`config.mk`:
```
export PLATFORM = sky130hd
export DESIGN_NAME = shortest_column_placer_core
export DESIGN_NICKNAME = d
export VERILOG_FILES = /design/src/rtl/core/scp_pkg.sv /design/src/rtl/core/shortest_column_placer_core.sv
export SDC_FILE = /design/constraint.sdc
export NUM_CORES = 1
export LEC_CHECK = 0
export ABC_AREA = 1
export BUFFER_PORTS_ARGS = -buffer_cell sky130_fd_sc_hd__buf_2
export CORE_MARGIN = 3
export CORE_UTILIZATION = 55
export CTS_CLUSTER_DIAMETER = 120
export DETAILED_ROUTE_END_ITERATION = 10
export PLACE_DENSITY = 0.78
export REMOVE_ABC_BUFFERS = 1
export SETUP_SLACK_MARGIN = 0.02
export SYNTH_ARGS = -nofsm -noshare
export SYNTH_HDL_FRONTEND = slang
export SYNTH_SLANG_ARGS = --single-unit
```
`constraint.sdc`:
```
create_clock -name clk_i -period 5.2 [get_ports clk_i]
set_input_delay 1.56 -clock clk_i [delete_from_list [all_inputs] [get_ports clk_i]]
set_output_delay 1.56 -clock clk_i [all_outputs]
set_load 0.005 [all_outputs]
```
`src/rtl/core/scp_pkg.sv`:
```
// Shared types and constants of the shortest-column placer.
package scp_pkg;

  localparam int unsigned MaxColumnsDef = 16;

  localparam int unsigned CountW   = 5;
  localparam int unsigned ColWidthW = 12;
  localparam int unsigned SpacingW = 8;
  localparam int unsigned MarginW  = 10;
  localparam int unsigned AreaW    = 13;
  localparam int unsigned AlignW   = 2;
  localparam int unsigned HeightW  = 12;
  localparam int unsigned XPosW    = 18;
  localparam int unsigned YPosW    = 20;
  localparam int unsigned ColumnW  = 4;
  localparam int unsigned BottomW  = 20;
  localparam int unsigned PitchW   = 13;
  localparam int unsigned CfgIdxW  = 3;
  localparam int unsigned CfgDataW = 13;

  localparam int XMax = 131071;
  localparam int XMin = -131072;

  localparam logic [CfgIdxW-1:0] CfgColumnCount = 3'd0;
  localparam logic [CfgIdxW-1:0] CfgColumnWidth = 3'd1;
  localparam logic [CfgIdxW-1:0] CfgSpacingH    = 3'd2;
  localparam logic [CfgIdxW-1:0] CfgSpacingV    = 3'd3;
  localparam logic [CfgIdxW-1:0] CfgMarginH     = 3'd4;
  localparam logic [CfgIdxW-1:0] CfgMarginV     = 3'd5;
  localparam logic [CfgIdxW-1:0] CfgAreaWidth   = 3'd6;
  localparam logic [CfgIdxW-1:0] CfgAlignMode   = 3'd7;

  localparam logic [AlignW-1:0] AlignDefault = 2'd0;
  localparam logic [AlignW-1:0] AlignLeft    = 2'd1;
  localparam logic [AlignW-1:0] AlignCenter  = 2'd2;
  localparam logic [AlignW-1:0] AlignRight   = 2'd3;

  localparam logic FuncRestart = 1'b0;
  localparam logic FuncPlace   = 1'b1;

  typedef struct packed {
    logic               func;
    logic [HeightW-1:0] item_height;
  } in_item_t;

  typedef struct packed {
    logic signed [XPosW-1:0] x_pos;
    logic [YPosW-1:0]        y_pos;
    logic [ColumnW-1:0]      column;
    logic [YPosW-1:0]        content_height;
  } out_item_t;

endpackage

```
`src/rtl/core/shortest_column_placer_core.sv`:
```
// Shortest-column masonry placer: column bottoms in a RAM with a registered read.
//
// Input channel in_valid_i / in_stall_o carries one in_item_t per transfer.
// func = restart sets every column bottom to margin_v and recomputes the
// left origin from the alignment mode; func = place scans the columns in
// use for the lowest bottom (lowest index on ties) and stacks the item there.
// Each input transfer gives exactly one out_item_t on out_valid_o /
// out_stall_i.
// Restart goes from the transfer through the restart and final states to
// output valid; place reads the bottom RAM one column per cycle over the
// columns in use, then goes through the update and final states. A new item
// is taken only in idle, also while a result waits in the output register;
// a stalled result holds and blocks only the final stage. Reset clears all
// configuration to its defaults, the origin and the tallest bottom to zero,
// and marks every column as holding the restart base (zero); no clearing
// pass is needed. Configuration is written through cfg_we_i / cfg_idx_i /
// cfg_wdata_i; the user must do so only while the block is idle (unenforced).
module shortest_column_placer_core import scp_pkg::*; #(
  parameter int unsigned MAX_COLUMNS = MaxColumnsDef
) (
  input  logic                clk_i,
  input  logic                rst_ni,
  input  logic                in_valid_i,
  output logic                in_stall_o,
  input  in_item_t            in_data_i,
  output logic                out_valid_o,
  input  logic                out_stall_i,
  output out_item_t           out_data_o,
  input  logic                cfg_we_i,
  input  logic [CfgIdxW-1:0]  cfg_idx_i,
  input  logic [CfgDataW-1:0] cfg_wdata_i
);

  localparam int unsigned CW   = (MAX_COLUMNS > 1) ? $clog2(MAX_COLUMNS) : 1;
  localparam int unsigned NW   = CW + 1;
  localparam int unsigned CMPW = (NW > CountW) ? NW : CountW;
  localparam int unsigned PRW  = NW + PitchW;
  localparam int unsigned XW   = PRW + 2;
  localparam int unsigned SUMW = BottomW + 1;

  typedef enum logic [4:0] {
    S_IDLE = 5'b00001,
    S_RST  = 5'b00010,
    S_SCAN = 5'b00100,
    S_UPD  = 5'b01000,
    S_FIN  = 5'b10000
  } state_e;

  state_e state_q, state_d;

  logic [CountW-1:0]    cfg_count_q;
  logic [ColWidthW-1:0] cfg_colw_q;
  logic [SpacingW-1:0]  cfg_sph_q;
  logic [SpacingW-1:0]  cfg_spv_q;
  logic [MarginW-1:0]   cfg_mh_q;
  logic [MarginW-1:0]   cfg_mv_q;
  logic [AreaW-1:0]     cfg_area_q;
  logic [AlignW-1:0]    cfg_align_q;

  logic signed [XPosW-1:0] left_origin_q;
  logic [BottomW-1:0]      tallest_q;
  logic [BottomW-1:0]      base_q;
  logic [MAX_COLUMNS-1:0]  valid_q;
  logic                    out_valid_q;

  logic [BottomW-1:0] col_mem_q [MAX_COLUMNS];
  logic [BottomW-1:0] rdata_q;
  logic               rvalid_q;

  logic [HeightW-1:0]      height_q;
  logic [PRW-1:0]          prod_q;
  logic [CW-1:0]           cmp_idx_q;
  logic [CW-1:0]           best_q;
  logic [BottomW-1:0]      top_q;
  logic signed [XW-1:0]    x_acc_q;
  logic signed [XW-1:0]    best_x_q;
  out_item_t               res_q;
  out_item_t               out_q;

  logic                 in_xfer;
  logic                 rd_en;
  logic [CW-1:0]        rd_addr;
  logic [NW-1:0]        n_cols;
  logic [PitchW-1:0]    pitch;
  logic signed [XW-1:0] pitch_x;
  logic [BottomW-1:0]   cur_bot;
  logic                 take_cur;
  logic [NW-1:0]        nxt_idx;
  logic                 scan_more;
  logic [SUMW-1:0]      new_sum;
  logic [BottomW-1:0]   new_bot;
  logic [SUMW-1:0]      content_sum;
  logic                 out_load;

  logic signed [XW-1:0] aw_s, prod_s, sh_s, mh_s;
  logic signed [XW-1:0] diff, diff_adj, org;
  logic signed [XW-1:0] x_sat_src;
  logic signed [XPosW-1:0] org_sat, x_sat;

  assign in_stall_o  = (state_q != S_IDLE);
  assign in_xfer     = in_valid_i && !in_stall_o;
  assign out_valid_o = out_valid_q;
  assign out_data_o  = out_q;

  // columns in use, clamped to 1..MAX_COLUMNS
  always_comb begin
    if (cfg_count_q == '0) begin
      n_cols = NW'(1);
    end else if (CMPW'(cfg_count_q) > CMPW'(MAX_COLUMNS)) begin
      n_cols = NW'(MAX_COLUMNS);
    end else begin
      n_cols = NW'(cfg_count_q);
    end
  end

  assign pitch   = PitchW'(cfg_colw_q) + PitchW'(cfg_sph_q);
  assign pitch_x = $signed(XW'(pitch));

  assign cur_bot   = rvalid_q ? rdata_q : base_q;
  assign take_cur  = (cmp_idx_q == '0) || (cur_bot < top_q);
  assign nxt_idx   = NW'(cmp_idx_q) + NW'(1);
  assign scan_more = (nxt_idx < n_cols);

  always_comb begin
    rd_en   = 1'b0;
    rd_addr = '0;
    if (state_q == S_IDLE && in_xfer && in_data_i.func == FuncPlace) begin
      rd_en = 1'b1;
    end else if (state_q == S_SCAN && scan_more) begin
      rd_en   = 1'b1;
      rd_addr = nxt_idx[CW-1:0];
    end
  end

  // restart origin
  always_comb begin
    aw_s     = $signed(XW'(cfg_area_q));
    prod_s   = $signed(XW'(prod_q));
    sh_s     = $signed(XW'(cfg_sph_q));
    mh_s     = $signed(XW'(cfg_mh_q));
    diff     = aw_s - prod_s;
    diff_adj = diff + $signed(XW'(diff[XW-1]));
    case (cfg_align_q)
      AlignCenter: org = (diff_adj >>> 1) + (sh_s >>> 1);
      AlignRight:  org = aw_s - $signed(XW'(1)) - mh_s - prod_s + sh_s;
      AlignDefault, AlignLeft: org = mh_s;
      default:     org = mh_s;
    endcase
    if (org > $signed(XW'(XMax))) begin
      org_sat = XPosW'(XMax);
    end else if (org < $signed(XW'(XMin))) begin
      org_sat = XPosW'(XMin);
    end else begin
      org_sat = org[XPosW-1:0];
    end
  end

  always_comb begin
    x_sat_src = best_x_q;
    if (x_sat_src > $signed(XW'(XMax))) begin
      x_sat = XPosW'(XMax);
    end else if (x_sat_src < $signed(XW'(XMin))) begin
      x_sat = XPosW'(XMin);
    end else begin
      x_sat = x_sat_src[XPosW-1:0];
    end
  end

  assign new_sum = SUMW'(top_q) + SUMW'(height_q) + SUMW'(cfg_spv_q);
  assign new_bot = new_sum[BottomW] ? {BottomW{1'b1}} : new_sum[BottomW-1:0];

  assign content_sum = SUMW'(tallest_q) + SUMW'(cfg_mv_q);
  assign out_load    = (state_q == S_FIN) && (!out_valid_q || !out_stall_i);

  always_comb begin
    state_d = state_q;
    case (state_q)
      S_IDLE: begin
        if (in_xfer) begin
          state_d = (in_data_i.func == FuncRestart) ? S_RST : S_SCAN;
        end
      end
      S_RST:  state_d = S_FIN;
      S_SCAN: begin
        if (!scan_more) begin
          state_d = S_UPD;
        end
      end
      S_UPD:  state_d = S_FIN;
      S_FIN: begin
        if (out_load) begin
          state_d = S_IDLE;
        end
      end
      default: state_d = S_IDLE;
    endcase
  end

  always_ff @(posedge clk_i or negedge rst_ni) begin
    if (!rst_ni) begin
      state_q       <= S_IDLE;
      cfg_count_q   <= CountW'(1);
      cfg_colw_q    <= ColWidthW'(1);
      cfg_sph_q     <= '0;
      cfg_spv_q     <= '0;
      cfg_mh_q      <= '0;
      cfg_mv_q      <= '0;
      cfg_area_q    <= AreaW'(1);
      cfg_align_q   <= AlignDefault;
      left_origin_q <= '0;
      tallest_q     <= '0;
      base_q        <= '0;
      valid_q       <= '0;
      out_valid_q   <= 1'b0;
    end else begin
      state_q <= state_d;
      if (cfg_we_i) begin
        case (cfg_idx_i)
          CfgColumnCount: cfg_count_q <= cfg_wdata_i[CountW-1:0];
          CfgColumnWidth: cfg_colw_q  <= cfg_wdata_i[ColWidthW-1:0];
          CfgSpacingH:    cfg_sph_q   <= cfg_wdata_i[SpacingW-1:0];
          CfgSpacingV:    cfg_spv_q   <= cfg_wdata_i[SpacingW-1:0];
          CfgMarginH:     cfg_mh_q    <= cfg_wdata_i[MarginW-1:0];
          CfgMarginV:     cfg_mv_q    <= cfg_wdata_i[MarginW-1:0];
          CfgAreaWidth:   cfg_area_q  <= cfg_wdata_i[AreaW-1:0];
          CfgAlignMode:   cfg_align_q <= cfg_wdata_i[AlignW-1:0];
          default: ;
        endcase
      end
      if (state_q == S_RST) begin
        left_origin_q <= org_sat;
        tallest_q     <= BottomW'(cfg_mv_q);
        base_q        <= BottomW'(cfg_mv_q);
        valid_q       <= '0;
      end
      if (state_q == S_UPD) begin
        valid_q[best_q] <= 1'b1;
        if (new_bot > tallest_q) begin
          tallest_q <= new_bot;
        end
      end
      if (out_load) begin
        out_valid_q <= 1'b1;
      end else if (!out_stall_i) begin
        out_valid_q <= 1'b0;
      end
    end
  end

  // column bottom RAM, one read and one write port
  always_ff @(posedge clk_i) begin
    if (state_q == S_UPD) begin
      col_mem_q[best_q] <= new_bot;
    end
    if (rd_en) begin
      rdata_q  <= col_mem_q[rd_addr];
      rvalid_q <= valid_q[rd_addr];
    end
  end

  always_ff @(posedge clk_i) begin
    if (in_xfer) begin
      height_q  <= in_data_i.item_height;
      prod_q    <= PRW'(n_cols) * PRW'(pitch);
      cmp_idx_q <= '0;
      best_q    <= '0;
      x_acc_q   <= XW'(left_origin_q);
    end
    if (state_q == S_SCAN) begin
      if (take_cur) begin
        top_q    <= cur_bot;
        best_q   <= cmp_idx_q;
        best_x_q <= x_acc_q;
      end
      x_acc_q <= x_acc_q + pitch_x;
      if (scan_more) begin
        cmp_idx_q <= nxt_idx[CW-1:0];
      end
    end
    if (state_q == S_RST) begin
      res_q.x_pos          <= '0;
      res_q.y_pos          <= '0;
      res_q.column         <= '0;
      res_q.content_height <= '0;
    end
    if (state_q == S_UPD) begin
      res_q.x_pos  <= x_sat;
      res_q.y_pos  <= top_q;
      res_q.column <= ColumnW'(best_q);
    end
    if (out_load) begin
      out_q.x_pos          <= res_q.x_pos;
      out_q.y_pos          <= res_q.y_pos;
      out_q.column         <= res_q.column;
      out_q.content_height <= content_sum[BottomW] ? {YPosW{1'b1}}
                                                   : content_sum[BottomW-1:0];
    end
  end

  a_restart_path: assert property (@(posedge clk_i) disable iff (!rst_ni)
    in_xfer && in_data_i.func == FuncRestart |=> state_q == S_RST)
    else $error("restart transfer did not enter restart state");

  a_best_behind_scan: assert property (@(posedge clk_i) disable iff (!rst_ni)
    state_q == S_SCAN && cmp_idx_q != '0 |-> best_q < cmp_idx_q)
    else $error("best column ahead of scan position");

  a_tallest_monotonic: assert property (@(posedge clk_i) disable iff (!rst_ni)
    state_q != S_RST |=> tallest_q >= $past(tallest_q))
    else $error("tallest bottom decreased outside restart");

  a_out_from_fin: assert property (@(posedge clk_i) disable iff (!rst_ni)
    $rose(out_valid_o) |-> $past(state_q == S_FIN))
    else $error("result raised outside final stage");

endmodule
```
Word-level counts from Yosys, hierarchy flattened
Memories as Yosys holds them, arrays and structs flattened. A register that Yosys moved wholly into a read port is not among the register bits.
Index checks and enable logic that the tools add are counted.
{ "op_classes": {"n_mul": 1, "bitwise_logic": 1, "n_eq_ne": 20, "reduce_logical": 29, "div_mod_pow": 0, "addsub": 13, "n_shift": 0, "n_lt_le_gt_ge": 11, "mux": 41} }
{ "op_table": {"columns": ["operator", "count"], "rows": [
  ["$mux 20", 7],
  ["$mux 18", 4],
  ["$mux 62", 1],
  ["$pmux 20 s3", 1],
  ["$mux 42", 1],
  ["$gt 20x18->1 const B", 2],
  ["$lt 20x18->1 const B", 2],
  ["$mux 16", 2],
  ["$mux 4", 8],
  ["$mux 5", 5],
  ["$add 20x10->21", 1],
  ["$add 20x12->21", 1],
  ["$add 21x8->21", 1],
  ["$add 19x2->20", 1],
  ["$add 19x8->20", 1],
  ["$add 20x14->20", 1],
  ["$add 20x9->20", 1],
  ["$gt 20x20->1", 1],
  ["$lt 20x20->1", 1],
  ["$pmux 5 s4", 1],
  ["$sub 15x19->20", 1],
  ["$sub 13x18->19", 1],
  ["$mul 5x13->18", 1],
  ["$reduce_and 2->1", 9],
  ["other kinds (36)", 61]
]} }
{ "totals": {"ff_bits": 341, "memories": 1, "rom_bits": 0, "latch_bits": 0, "ram_bits": 320, "elab_cells": 146} }
{ "memory_table": {"columns": ["name", "depth", "word_bits", "read_ports", "rd_clocked_by_memory_dff", "wr", "line", "text"], "rows": [
  ["col_mem_q", 16, 20, 1, 1, 1, "shortest_column_placer_core.sv:66", "logic [BottomW-1:0] col_mem_q [MAX_COLUMNS];"]
]} }

Depth between registers and ports, before layout
{ "logic_depth": {"word_depth": 9, "mapped_depth": 37, "ltp_nobuf": 36} }

Worst setup path before layout
Ideal clock, no wire load.
{ "synth_timing": {"path_kind": "register -> register", "from": "reg cfg_sph_q[2]", "to": "reg prod_q[17] (data pin)", "t_arrival_ns": 5.314, "synth_period_minus_slack_ns": 5.572, "stages_incl_launch_ff": 26, "setup_slack_ns": -0.372, "required_ns": 4.942, "path_cell_list": "dfrtp_1 -> ha_1 -> nand3_1 -> and2_1 -> or2_1 -> nand2_1 -> a21oi_1 -> or2_1 -> nand2_1 -> a21oi_1 -> or2_2 -> a21oi_1 -> xor2_1 -> nand2_1 -> fa_1 -> inv_1 -> fa_1 -> fa_1 -> ha_1 -> a21oi_1 -> a21boi_0 -> o21ai_0 -> a21oi_1 -> nor2_1 -> nor2_1 -> xnor2_1"} }
{ "synth_between": {"elab_chain_len": 2} }
{ "synth_lines": {"columns": ["element", "line", "text"], "rows": [
  ["start, declared", "shortest_column_placer_core.sv:53", "logic [SpacingW-1:0] cfg_sph_q;"],
  ["start signal, assigned", "shortest_column_placer_core.sv:221", "CfgSpacingH: cfg_sph_q <= cfg_wdata_i[SpacingW-1:0];"],
  ["$add 12x8->13", "shortest_column_placer_core.sv:116", "assign pitch = PitchW'(cfg_colw_q) + PitchW'(cfg_sph_q);"],
  ["$mul 5x13->18", "shortest_column_placer_core.sv:264", "prod_q <= PRW'(n_cols) * PRW'(pitch);"],
  ["end signal, assigned", "shortest_column_placer_core.sv:264", null],
  ["end, declared", "shortest_column_placer_core.sv:71", "logic [PRW-1:0] prod_q;"]
]} }
Every way passes these cells.
A chain may end at the register's enable or synchronous reset.

Worst setup path after layout
{ "layout_timing": {"from": "reg cfg_colw_q[0]", "to": "reg prod_q[17] (data pin)"} }
{ "layout_between": {"elab_chain_len": 2} }
{ "layout_lines": {"columns": ["element", "line", "text"], "rows": [
  ["start, declared", "shortest_column_placer_core.sv:52", "logic [ColWidthW-1:0] cfg_colw_q;"],
  ["start signal, assigned", "shortest_column_placer_core.sv:203", "cfg_colw_q <= ColWidthW'(1);"],
  ["start signal, assigned", "shortest_column_placer_core.sv:220", "CfgColumnWidth: cfg_colw_q <= cfg_wdata_i[ColWidthW-1:0];"],
  ["$add 12x8->13", "shortest_column_placer_core.sv:116", null],
  ["$mul 5x13->18", "shortest_column_placer_core.sv:264", null]
]} }
Every way passes these cells.

==> metrics <==
Max Slew Vio Count 0; Worst EP required 5.56 ns; crit path max fanout 3; post-DP HPWL 61,700 um; most used cell, CP a21oi_2; status complete, but fails checks; Clock Latency Late Sink roughly 0.62 ns; Sequential Power Share ~33%; failing checks setup timing; Tmin final 5.34 ns; setup TNS -0.295 ns; Final Hold Viols 0; multi-input logic area ~14,000 um^2; Layout area overhead 14.8%; first-pass GRT wire length 140,000 um; Post-Synthesis Cell Area 35,400 um^2; sequential fraction of the synthesis area 55.7%; Setup crit start kind register; grt total ovfl 0; RSZ-0062 raised after global routing yes; CTS Root Cell clkbuf_16; Die Ht 260 um; num ports 98; cts hold-fix bufs 0; maximum VDD drop approximately 360 uV; clock-pin slew on the worst setup and hold paths 0.06 ns; FF/Latch Area 19,700 um^2; CTS tree done; initial antenna violation count 2; crit-path leading delay family adder cells; number of buffers created by CTS 70; WP data arrival 5.70 ns; gr usage total 27.0%; Max-slew headroom between 20% and 30%; Crit path depth 27; share of layout cells above drive strength 1 17.7%; synth cell count leaders 610 x nand2_1, 535 x edfxtp_1, 380 x inv_1; R2R cell count 27; reg-to-reg endpoint prod_q[17]; via count 26,300; critical path type register to register; Post-synth ARST share ~20%; Syn Area/Cell 10.3 um^2; worst slew pin tran 1.16 ns; switch share between 40% and 50%; num rows 92; CP max stage delay 0.60 ns; NetSw 9770 uW; Fillers 4,780; 1st-iter DRT viols ~2,600; nets roughly 3,900; cell-internal power around 14,000 uW; # clock sinks 681; Placeable Area 63,300 um^2; Routed Antenna Nets 0; reg2reg start cfg_colw_q[0]; Clock Skews around 0.024 ns; Synth Warn # 0; drt drc 0; Synth area leader edfxtp_1; wire per inst roughly 20 um; Final Cycle Share 103%; count leader, synth nand2_1; synth top area cells edfxtp_1 45%, dfrtp_1 9.5%, nand2_1 6.5%; Pwr Density 595 nW/um^2; Initial Utilization between 50% and 60%; Slowest-stage cell, CP fa_1; Max H-tree Level 3; port bufs 97; die area 67,400 um^2; dominant synthesized flop cell edfxtp_1; GPL Wtd Cong 0.933; post-synth cell types 57; Worst Setup End Kind register; final setup vio count 4; vias per cell between 5 and 6; #FFs+latches synth 681; Synth top area share 45.4%; max_cap viols 0; pin count of the biggest net entering global routing roughly 120; worst min path class register to register; EDFF count, synth 535; Reg2Reg Setup Slack -0.14 ns; Total Wirelength ~92,000 um; Leak 0.0169 uW; CP endpoint prod_q[17]; final setup margin -0.140 ns; Antenna diodes 0; Gate Count Post-Synth 3,445; Pre-antenna DRT Iters 6; maximum clock insertion buffer count 3; Clk pwr share between 20% and 30%; WP buf/inv 2; Pwr Total 24,100 uW; vias in the first global route 25,200; Die W 260 um; highest clock rate 0.187 GHz; Crit. Startpoint cfg_colw_q[0]; Combinational Power Share 46.5%
-- cells in the final DEF (no fill, tap or decap), drive strengths merged, types with 2 or more instances in the layout --
| master | instances |
|---|---|
| xor2 | 44 |
| a31oi | 16 |
| nand2 | 649 |
| a21o | 5 |
| nor4 | 5 |
| nor3 | 22 |
| dfxtp | 8 |
| nand3b | 6 |
| o22ai | 11 |
| nor2 | 306 |
| edfxtp | 535 |
| a21boi | 4 |
| nand4 | 31 |
| xnor2 | 23 |
| buf | 256 |
| o21bai | 8 |
| or2 | 99 |
| mux2i | 5 |
| o31ai | 17 |
| o211ai | 20 |
| a21oi | 163 |
| a221oi | 5 |
| clkbuf | 96 |
| nand3 | 148 |
| ha | 179 |
| inv | 393 |
| o21ai | 334 |
| a211oi | 5 |
| clkinv | 30 |
| and2 | 5 |
| dfrtp | 134 |
| a31o | 2 |
| bufinv | 5 |
| fa | 66 |
| o221ai | 74 |
| dfstp | 4 |
-- registers in the layout, indices dropped and copies added, names as in the netlist, 8 cells and up --
register / flops
cfg_colw_q: 12
prod_q: 18
left_origin_q: 18
res_q: 42
col_mem_q: 320
best_x_q: 20
cfg_mh_q: 10
out_data_o: 62
valid_q: 16
height_q: 12
base_q: 10
cfg_sph_q: 8
top_q: 20
cfg_spv_q: 8
cfg_area_q: 13
x_acc_q: 20
rdata_q: 20
cfg_mv_q: 10
tallest_q: 20
-- worst register-to-register path: cells and delay by family, from the launching register on --
| kind | cells | cell delay (ns) |
|---|---|---|
| xor+xnor | 1 | 0.07 |
| simple gates | 9 | 1.02 |
| flops | 1 | 0.57 |
| fa+ha+maj | 6 | 2.24 |
| buf+inv | 2 | 0.11 |
| compound gates | 9 | 1.07 |
-- worst min path at each step --
stage	startpoint	endpoint	slack, ns	depth (start not counted)
after floorplan	res_q[20]	out_data_o[20]	0.40	0
after global placement	res_q[60]	out_data_o[60]	0.40	0
after detailed placement	res_q[21]	out_data_o[21]	0.40	0
after CTS	res_q[26]	out_data_o[26]	0.41	0
after global routing	res_q[60]	out_data_o[60]	0.42	0
final	res_q[21]	out_data_o[21]	0.41	0
-- cell families after synthesis --
family | Yosys count | synth area share (%)
flip-flops | 681 | 55.7
adder cells (fa/ha/maj) | 245 | 10.1
multiplexers | 5 | 0.142
XOR/XNOR | 67 | 1.66
buffers and inverters | 508 | 5.51
AO/OA/AOI/OAI | 666 | 11.1
AND/OR/NAND/NOR | 1273 | 15.9
-- power by group through the flow --
stage	logic [uW]	clock network, uW	registers [uW]
after floorplan	7160	0	7910
after global placement	10300	0	8040
after detailed placement	10500	0	8050
after CTS	10700	4990	7970
after global routing	12500	5210	8050
final	11200	4940	7990
-- routing by layer --
layer  vias to the layer above  global-route usage [%]  part of all wire [%]
li1                      12300                       -                     -
met1                     12700                    37.3                    41
met2                      1099                    43.9                    48
met3                       203                    3.58                   8.0
met4                         4                    10.1                   3.7
met5                         -                       0                 0.034
-- area by class of cell --
| type | count | area share, % |
|---|---|---|
| multi-input combinational | 2257 | 35.1 |
| sequential | 681 | 48.5 |
| clock buffer | 94 | 4.64 |
| timing repair buffer | 258 | 4.54 |
| inverter | 397 | 3.68 |
| tap | 846 | 2.61 |
| clock inverter | 32 | 0.922 |
-- timing repair --
| action | in CTS | in global routing |
|---|---|---|
| buffers inserted | 3 | 15 |
| pin swaps | 23 | 50 |
| gates cloned | 0 | 3 |
| gates resized for setup | 30 | 90 |
| setup endpoints to repair | 26 | 44 |
-- per-stage QoR --
stage	hold slack [ns]	utilization [%]	setup WS, ns	cells	cell area (um^2)
floorplan	0.400	-	-1.80	3334	34900
global placement	0.402	59.5	-0.351	4419	37700
detailed placement	0.405	59.5	-0.444	4419	37700
CTS	0.413	63.3	-0.138	4548	40100
global route	0.419	64.1	-0.384	4565	40600
finish	0.411	64.1	-0.140	4565	40600
(Power assumes the default switching activity.)
